`config.mk`:
```
export PLATFORM = sky130hd
export DESIGN_NAME = sorted_list_merge
export DESIGN_NICKNAME = d
export VERILOG_FILES = /design/src/design/slm_pkg.sv /design/src/design/sorted_list_merge.sv /design/src/design/slm_front.sv /design/src/design/slm_back.sv
export SDC_FILE = /design/constraint.sdc
export NUM_CORES = 2
export LEC_CHECK = 0
export ABC_AREA = 1
export BUFFER_PORTS_ARGS = -buffer_cell sky130_fd_sc_hd__buf_2
export CORE_MARGIN = 2
export CORE_UTILIZATION = 50
export CTS_CLUSTER_SIZE = 8
export DETAILED_ROUTE_END_ITERATION = 8
export PLACE_DENSITY = 0.64
export SKIP_CTS_REPAIR_TIMING = 1
export SLEW_MARGIN = 20
export SYNTH_ARGS = -nofsm -noshare
export SYNTH_HDL_FRONTEND = slang
export SYNTH_SLANG_ARGS = --single-unit
export TNS_END_PERCENT = 10
```
`constraint.sdc`:
```
create_clock -name clk_i -period 5.9 [get_ports clk_i]
set_input_delay 0.295 -clock clk_i [delete_from_list [all_inputs] [get_ports clk_i]]
set_output_delay 0.295 -clock clk_i [all_outputs]
set_load 0.02 [all_outputs]
```
`src/design/slm_pkg.sv`:
```
// Shared types and constants for the sorted list merge block.
// Holds list geometry, func codes, the command struct and queue sizing.
// No dependencies.
`timescale 1ns / 1ps

package slm_pkg;

  // List geometry
  localparam int unsigned LIST_DEPTH = 16;
  localparam int unsigned ADDR_W     = (LIST_DEPTH > 1) ? $clog2(LIST_DEPTH) : 1;
  localparam int unsigned CNT_W      = $clog2(LIST_DEPTH + 1);
  localparam int unsigned SUM_W      = CNT_W + 1;

  // Payload widths
  localparam int unsigned VALUE_W = 64;
  localparam int unsigned FUNC_W  = 2;

  // Command queue between front and back
  localparam int unsigned QUEUE_DEPTH = 2;
  localparam int unsigned QPTR_W      = (QUEUE_DEPTH > 1) ? $clog2(QUEUE_DEPTH) : 1;
  localparam int unsigned QCNT_W      = $clog2(QUEUE_DEPTH + 1);

  // func field codes
  typedef logic [FUNC_W-1:0] func_t;
  localparam func_t FUNC_PUSH_FIRST  = 2'd0;
  localparam func_t FUNC_PUSH_SECOND = 2'd1;
  localparam func_t FUNC_MERGE       = 2'd2;

  // Classified operation handed to the back end
  typedef enum logic [1:0] {
    OP_PUSH_FIRST,
    OP_PUSH_SECOND,
    OP_MERGE
  } op_e;

  typedef struct packed {
    op_e                op;
    logic [VALUE_W-1:0] value;
  } cmd_t;

endpackage

```
`src/design/sorted_list_merge.sv`:
```
// An item enters the command queue at acceptance and reaches the back end from the queue
// registers; a merge's first result passes the state register and then the output register.
// A push does not hold the back end; a merge holds it from the queue pop to its final result,
// one result per cycle while the output is not stalled, from the single read port of each store.
// Reset: counts, pointers, queue and output valid clear at once; the stores are not cleared.
// Top level of the sorted list merge; depends on slm_pkg, slm_front and slm_back.
`timescale 1ns / 1ps

module sorted_list_merge (
  input  logic                        clk_i,
  input  logic                        rst_ni,
  input  logic                        in_valid_i,
  output logic                        in_ready_o,
  input  logic [slm_pkg::FUNC_W-1:0]  func_i,
  input  logic [slm_pkg::VALUE_W-1:0] value_i,
  output logic                        out_valid_o,
  input  logic                        out_ready_i,
  output logic [slm_pkg::VALUE_W-1:0] merged_value_o,
  output logic                        last_flag_o
);
  import slm_pkg::*;

  logic cmd_valid;
  logic cmd_ready;
  cmd_t cmd;

  // Decode and queue incoming transactions
  slm_front u_front (
    .clk_i       (clk_i),
    .rst_ni      (rst_ni),
    .in_valid_i  (in_valid_i),
    .in_ready_o  (in_ready_o),
    .func_i      (func_i),
    .value_i     (value_i),
    .cmd_valid_o (cmd_valid),
    .cmd_ready_i (cmd_ready),
    .cmd_o       (cmd)
  );

  // Stores, merge engine and result register
  slm_back u_back (
    .clk_i          (clk_i),
    .rst_ni         (rst_ni),
    .cmd_valid_i    (cmd_valid),
    .cmd_ready_o    (cmd_ready),
    .cmd_i          (cmd),
    .out_valid_o    (out_valid_o),
    .out_ready_i    (out_ready_i),
    .merged_value_o (merged_value_o),
    .last_flag_o    (last_flag_o)
  );

endmodule

```
`src/design/slm_front.sv`:
```
// Front end of the sorted list merge: input handshake, func decode and a
// short command queue towards the back end.
// Depends on slm_pkg.
`timescale 1ns / 1ps

module slm_front (
  input  logic                        clk_i,
  input  logic                        rst_ni,
  input  logic                        in_valid_i,
  output logic                        in_ready_o,
  input  logic [slm_pkg::FUNC_W-1:0]  func_i,
  input  logic [slm_pkg::VALUE_W-1:0] value_i,
  output logic                        cmd_valid_o,
  input  logic                        cmd_ready_i,
  output slm_pkg::cmd_t               cmd_o
);
  import slm_pkg::*;

  cmd_t              queue_q [QUEUE_DEPTH];
  logic [QPTR_W-1:0] wr_ptr_q, wr_ptr_d;
  logic [QPTR_W-1:0] rd_ptr_q, rd_ptr_d;
  logic [QCNT_W-1:0] cnt_q, cnt_d;
  cmd_t              cmd_new;
  logic              keep;
  logic              enq, deq;

  // Decode func; the unused code is accepted and dropped
  always_comb begin
    cmd_new.value = value_i;
    cmd_new.op    = OP_MERGE;
    keep          = 1'b1;
    case (func_i)
      FUNC_PUSH_FIRST:  cmd_new.op = OP_PUSH_FIRST;
      FUNC_PUSH_SECOND: cmd_new.op = OP_PUSH_SECOND;
      FUNC_MERGE:       cmd_new.op = OP_MERGE;
      default:          keep       = 1'b0;
    endcase
  end

  assign in_ready_o  = (cnt_q != QCNT_W'(QUEUE_DEPTH));
  assign cmd_valid_o = (cnt_q != '0);
  assign cmd_o       = queue_q[rd_ptr_q];

  assign enq = in_valid_i && in_ready_o && keep;
  assign deq = cmd_valid_o && cmd_ready_i;

  // Pointer and fill bookkeeping
  always_comb begin
    wr_ptr_d = wr_ptr_q;
    rd_ptr_d = rd_ptr_q;
    cnt_d    = cnt_q;
    if (enq) begin
      wr_ptr_d = (wr_ptr_q == QPTR_W'(QUEUE_DEPTH - 1)) ? '0 : wr_ptr_q + QPTR_W'(1);
    end
    if (deq) begin
      rd_ptr_d = (rd_ptr_q == QPTR_W'(QUEUE_DEPTH - 1)) ? '0 : rd_ptr_q + QPTR_W'(1);
    end
    case ({enq, deq})
      2'b10:   cnt_d = cnt_q + QCNT_W'(1);
      2'b01:   cnt_d = cnt_q - QCNT_W'(1);
      default: cnt_d = cnt_q;
    endcase
  end

  always_ff @(posedge clk_i or negedge rst_ni) begin
    if (!rst_ni) begin
      wr_ptr_q <= '0;
      rd_ptr_q <= '0;
      cnt_q    <= '0;
    end else begin
      wr_ptr_q <= wr_ptr_d;
      rd_ptr_q <= rd_ptr_d;
      cnt_q    <= cnt_d;
    end
  end

  // Queue storage, payload only
  always_ff @(posedge clk_i) begin
    if (enq) begin
      queue_q[wr_ptr_q] <= cmd_new;
    end
  end

  // Fill level never exceeds the queue depth
  a_cnt_bound: assert property (@(posedge clk_i) disable iff (!rst_ni)
    cnt_q <= QCNT_W'(QUEUE_DEPTH))
    else $error("command queue overfilled");

  // A dropped func code leaves the fill level alone when nothing is taken
  a_drop: assert property (@(posedge clk_i) disable iff (!rst_ni)
    (in_valid_i && in_ready_o && !keep && !deq) |=> $stable(cnt_q))
    else $error("dropped transaction changed queue level");

  // Pointers are consistent with the fill level when empty or full
  a_ptr_match: assert property (@(posedge clk_i) disable iff (!rst_ni)
    (cnt_q == '0 || cnt_q == QCNT_W'(QUEUE_DEPTH)) |-> (wr_ptr_q == rd_ptr_q))
    else $error("queue pointers disagree with fill level");

endmodule

```
`src/design/slm_back.sv`:
```
// Back end of the sorted list merge: the two list stores, their counts, the
// two-pointer merge engine and the output register.
// Depends on slm_pkg.
`timescale 1ns / 1ps

module slm_back (
  input  logic                        clk_i,
  input  logic                        rst_ni,
  input  logic                        cmd_valid_i,
  output logic                        cmd_ready_o,
  input  slm_pkg::cmd_t               cmd_i,
  output logic                        out_valid_o,
  input  logic                        out_ready_i,
  output logic [slm_pkg::VALUE_W-1:0] merged_value_o,
  output logic                        last_flag_o
);
  import slm_pkg::*;

  localparam logic ST_IDLE = 1'b0;
  localparam logic ST_RUN  = 1'b1;

  logic               state_q, state_d;
  logic [CNT_W-1:0]   cnt_a_q, cnt_a_d, cnt_b_q, cnt_b_d;
  logic [CNT_W-1:0]   a_q, a_d, b_q, b_d;
  logic [VALUE_W-1:0] mem_a [LIST_DEPTH];
  logic [VALUE_W-1:0] mem_b [LIST_DEPTH];
  logic [VALUE_W-1:0] rd_a_q, rd_b_q;
  logic               wr_a, wr_b;
  logic               pop;
  logic               a_has, b_has, take_a, emit, last;
  logic [SUM_W-1:0]   total, done_next;
  logic               out_valid_q;
  logic [VALUE_W-1:0] out_value_q;
  logic               out_last_q;
  logic               out_free;

  assign cmd_ready_o = (state_q == ST_IDLE);
  assign pop         = cmd_valid_i && cmd_ready_o;

  // Pushes land at the current count unless the list is full
  assign wr_a = pop && (cmd_i.op == OP_PUSH_FIRST)  && (cnt_a_q < CNT_W'(LIST_DEPTH));
  assign wr_b = pop && (cmd_i.op == OP_PUSH_SECOND) && (cnt_b_q < CNT_W'(LIST_DEPTH));

  // Merge step: heads are the registered reads at the current pointers
  assign total     = SUM_W'(cnt_a_q) + SUM_W'(cnt_b_q);
  assign done_next = SUM_W'(a_q) + SUM_W'(b_q) + SUM_W'(1);
  assign a_has     = (a_q < cnt_a_q);
  assign b_has     = (b_q < cnt_b_q);
  assign take_a    = a_has && (!b_has || !(rd_b_q < rd_a_q));
  assign out_free  = !out_valid_q || out_ready_i;
  assign emit      = (state_q == ST_RUN) && out_free;
  assign last      = (done_next == total);

  // Sequencer, counts and pointers
  always_comb begin
    state_d = state_q;
    cnt_a_d = cnt_a_q;
    cnt_b_d = cnt_b_q;
    a_d     = a_q;
    b_d     = b_q;
    case (state_q)
      ST_IDLE: begin
        if (wr_a) cnt_a_d = cnt_a_q + CNT_W'(1);
        if (wr_b) cnt_b_d = cnt_b_q + CNT_W'(1);
        if (pop && (cmd_i.op == OP_MERGE) && (total != '0)) state_d = ST_RUN;
      end
      ST_RUN: begin
        if (emit) begin
          if (take_a) a_d = a_q + CNT_W'(1);
          else        b_d = b_q + CNT_W'(1);
          if (last) begin
            state_d = ST_IDLE;
            cnt_a_d = '0;
            cnt_b_d = '0;
            a_d     = '0;
            b_d     = '0;
          end
        end
      end
      default: state_d = ST_IDLE;
    endcase
  end

  always_ff @(posedge clk_i or negedge rst_ni) begin
    if (!rst_ni) begin
      state_q <= ST_IDLE;
      cnt_a_q <= '0;
      cnt_b_q <= '0;
      a_q     <= '0;
      b_q     <= '0;
    end else begin
      state_q <= state_d;
      cnt_a_q <= cnt_a_d;
      cnt_b_q <= cnt_b_d;
      a_q     <= a_d;
      b_q     <= b_d;
    end
  end

  // List stores: one write port, one registered read at the next pointer
  always_ff @(posedge clk_i) begin
    if (wr_a) mem_a[cnt_a_q[ADDR_W-1:0]] <= cmd_i.value;
    rd_a_q <= mem_a[a_d[ADDR_W-1:0]];
  end

  always_ff @(posedge clk_i) begin
    if (wr_b) mem_b[cnt_b_q[ADDR_W-1:0]] <= cmd_i.value;
    rd_b_q <= mem_b[b_d[ADDR_W-1:0]];
  end

  // Output register
  always_ff @(posedge clk_i or negedge rst_ni) begin
    if (!rst_ni) begin
      out_valid_q <= 1'b0;
    end else if (emit) begin
      out_valid_q <= 1'b1;
    end else if (out_ready_i) begin
      out_valid_q <= 1'b0;
    end
  end

  always_ff @(posedge clk_i) begin
    if (emit) begin
      out_value_q <= take_a ? rd_a_q : rd_b_q;
      out_last_q  <= last;
    end
  end

  assign out_valid_o    = out_valid_q;
  assign merged_value_o = out_value_q;
  assign last_flag_o    = out_last_q;

  // Read pointers never run past their list
  a_ptr_a: assert property (@(posedge clk_i) disable iff (!rst_ni)
    a_q <= cnt_a_q)
    else $error("first list pointer beyond count");

  a_ptr_b: assert property (@(posedge clk_i) disable iff (!rst_ni)
    b_q <= cnt_b_q)
    else $error("second list pointer beyond count");

  // Pointers rest at zero between merges
  a_idle_ptr: assert property (@(posedge clk_i) disable iff (!rst_ni)
    (state_q == ST_IDLE) |-> (a_q == '0 && b_q == '0))
    else $error("pointers not cleared while idle");

  // The final result of a run clears both lists
  a_last_clear: assert property (@(posedge clk_i) disable iff (!rst_ni)
    (emit && last) |=> (state_q == ST_IDLE && cnt_a_q == '0 && cnt_b_q == '0))
    else $error("lists not cleared after final result");

  // A running merge always has something left to emit
  a_run_work: assert property (@(posedge clk_i) disable iff (!rst_ni)
    (state_q == ST_RUN) |-> (a_has || b_has))
    else $error("merge running with both lists exhausted");

endmodule
```
==> flow_summary.json <==
{
  "run_status": "completed",
  "hold_ws_ns": 0.0668,
  "grt_first_pass_wirelength_mm": 435,
  "yosys.area.top_type_share_pct": 65.4,
  "cp_slowest_cell": "buf_4",
  "fmax_ghz": 0.195,
  "synth-edff-count": 2245,
  "postSynthCellCount": 9498,
  "netlist_area_um2": 103000,
  "fin_setup_tns_ns": 0,
  "placed_cell_area_um2": 107000,
  "io_buffers": 136,
  "finalMaxSlewViolations": 0,
  "gr-total-overflow": 0,
  "start_util_pct": 50.3,
  "worstPathArrival_ns": 5.90,
  "crit_fanout": 157,
  "hold_class": "in2reg",
  "fin_nets": 9857,
  "wl_per_cell_um": 23.6,
  "dr_total_vias": 70400,
  "die_h_um": 458,
  "syn_to_final_growth_pct": 14.0,
  "cts_buffers": 350,
  "met1Wirelength_mm": 117,
  "ioPinCount": 137,
  "die-area_um2": 210000,
  "worstSkewPairLatency_ns": 0.96,
  "timing.final.ws_setup_ns": 0.779,
  "crit_required_ns": 6.68,
  "cp-start-kind": "register",
  "drv_cap": 0,
  "top_layer_used": "met5",
  "htreeDepth": 5,
  "fin_crit_sh_pct": 86.8,
  "hold_viol": 0,
  "wl_met3_mm": 28.0,
  "reg2reg_slack_ns": 0.78,
  "endpoint_kind": "register",
  "finalWirelength_mm": 298,
  "first_pass_iters": 7,
  "clk_pin_slew_ns": 0.05,
  "cpPeakStageDelay_ns": 0.82,
  "first_global_vias": 67900,
  "place_ws_ns": 0.781,
  "yosysUniqueCellTypes": 44,
  "crit_chain": "inv_1, ha_1, a21oi_1, o21a_1, nand2_1, nand2_1, nand2_1, nand2_1, nand2_1, nand2_1, nand2_1, nand2_8, nand2_1, nand3_4, buf_12, buf_4, nand3b_1, nand3_1, nand3_1, nand3_1, nand2_1",
  "synth.area.top_cells": "edfxtp_1 (65%), nand3_1 (10%), nand2_1 (7.0%), inv_1 (6.7%), dfxtp_1 (2.5%)",
  "path_buf_inv": 3,
  "rows": 166,
  "drive_above_1_share_pct": 7.56,
  "seq_area_frac_synth_pct": 68.5,
  "synth_nets": 9662,
  "routabilityCongestion": 0.830,
  "drt-initial-drc-count": 8211,
  "yosys.area.top_type": "edfxtp_1",
  "ant_nets": 0,
  "max_slew_margin_pct": 20.7,
  "core_um2": 205000,
  "synth_ff_type": "edfxtp_1",
  "cts_tree": "yes",
  "clockBufferDepth": 4,
  "synthArstFlopShare_pct": 1.08,
  "cpLargestDelayFamily": "simple AND/OR/NAND/NOR gates",
  "die_x_um": 458,
  "finClkSkew_ns": 0.0838,
  "via_per_inst": 5.58,
  "grt_max_degree": 178,
  "cp_common_cell": "nand2_1",
  "cts_sinks": 2399,
  "min_period_ns": 5.12,
  "rsz0062_at_grt": "false",
  "final_area_um2": 118000,
  "worst_pin_slew_ns": 1.19,
  "setup_violations": 0,
  "synth-seq-cells": 2399,
  "antenna_found_initial": 6,
  "avgSynthCellArea_um2": 10.9,
  "setup.worst_path.class": "reg2reg",
  "grt_usage_pct": 28.0,
  "yosys_warnings": 0,
  "wl_met2_mm": 140,
  "clockRootBuffer": "clkbuf_16",
  "dpl.hpwl_mm": 153,
  "drc": 0
}
## registers in the layout (all words and copies together) (netlist names)
signal                 flops
u_back.rd_a_q             64
u_back.state_q             1
u_back.last_flag_o         1
u_back.cnt_a_q             5
u_back.mem_b            1024
u_front.rd_ptr_q           1
u_back.mem_a            1024
u_back.rd_b_q             64
u_back.cnt_b_q             5
u_back.a_q                 5
u_back.out_valid_o         1
u_front.queue_q          132
u_front.wr_ptr_q           1
u_back.merged_value_o     64
u_back.b_q                 5
u_front.cnt_q              2
## area by class of cell
class,instances,area [um^2]
Multi-Input combinational cell,4724,23300
Inverter,1855,7000
Fill cell,16600,87300
Timing Repair Buffer,363,3390
Antenna cell,5,12.5
Clock inverter,10,87.6
Clock buffer,582,9710
Sequential cell,2399,70600
Tap cell,2688,3360
## cell usage in the layout (no fill, tap or decap), drive strengths merged, types with 2 or more instances in the layout
cell,n
a21oi,40
o21ai,86
nand2,1921
nand4,10
nor2,74
o22ai,2
xor2,7
fa,2
buf,292
clkbuf,582
nor3,3
o21bai,2
clkinv,3
dfxtp,128
nand3b,322
inv,1862
ha,92
nand3,2141
or2,4
dfrtp,26
xnor2,5
o21a,4
edfxtp,2245
a21o,2
diode,5
dlygate4sd3,71
## worst register-to-register path, cell delays in order (launching register included)
cell      delay [ns]
dfxtp_1         0.31
inv_1           0.06
ha_1            0.30
a21oi_1         0.39
o21a_1          0.17
nand2_1         0.10
nand2_1         0.09
nand2_1         0.18
nand2_1         0.11
nand2_1         0.18
nand2_1         0.13
nand2_1         0.19
nand2_8         0.29
nand2_1         0.17
nand3_4         0.16
buf_12          0.55
buf_4           0.99
nand3b_1        0.23
nand3_1         0.13
nand3_1         0.09
nand3_1         0.08
nand2_1         0.07
## synth_stat cells, types with 2 or more instances
cell type  number
nand2_1      1915
or2_2           2
xor2_1          6
dfxtp_1       128
buf_2         394
nand3_1      2139
buf_1          19
o21ai_1         2
a21oi_1        40
inv_2           7
fa_1            2
o21bai_1        2
buf_4          48
edfxtp_1     2245
nor3_1          3
nand4_1        10
o22ai_1         2
nor2_2          2
nand2_2         5
ha_1           92
buf_6           3
a21o_1          2
o21ai_0        83
xnor2_1         5
o21a_1          4
clkbuf_1       55
inv_1        1848
dfrtp_1        26
or2_1           2
nor2_1         72
nand3b_1      322
## layer usage
| layer | vias to the layer above | global-route usage, % |
|---|---|---|
| met5 | - | 0 |
| met4 | 4 | 12.2 |
| met3 | 662 | 4.81 |
| met2 | 3615 | 45.4 |
| met1 | 34300 | 37.3 |
| li1 | 31900 | - |
## stage by stage
step           util, %  std cells
6_report          57.4      12600
3_5_place_dp      52.2      12000
3_3_place_gp      52.2      12000
5_1_grt           57.4      12600
2_1_floorplan        -       9498
4_1_cts           57.0      12500
## cell families (layout without fill, tap and decap cells)
| family | after synthesis | count (layout) | synth area share, % |
|---|---|---|---|
| simple gates | 4477 | 4477 | 20.2 |
| flops | 2399 | 2399 | 68.5 |
| buf+inv | 2375 | 2810 | 9.33 |
| compound gates | 140 | 140 | 0.715 |
| fa+ha+maj | 94 | 94 | 1.16 |
| xor+xnor | 12 | 12 | 0.109 |
| mux | 1 | 1 | 0.00971 |
| other cells | 0 | 5 | 0 |
## worst paths after layout
check / cells past startpoint / end / start
max: 21 / u_back.rd_a_q[54] / u_back.rd_a_q[5]
min reg2reg: 1 / u_front.cnt_q[0] / u_front.cnt_q[0]
min in group asynchronous: 3 / u_back.cnt_b_q[3] / rst_ni
min: 2 / u_front.queue_q[0][8] / value_i[8]
max in group asynchronous: 4 / u_front.rd_ptr_q / rst_ni
max reg2reg: 21 / u_back.rd_a_q[54] / u_back.rd_a_q[5]
Power is left out: the tool's default activity adds up to more than one toggle a clock period on the data nets, which glitch-free logic cannot reach.
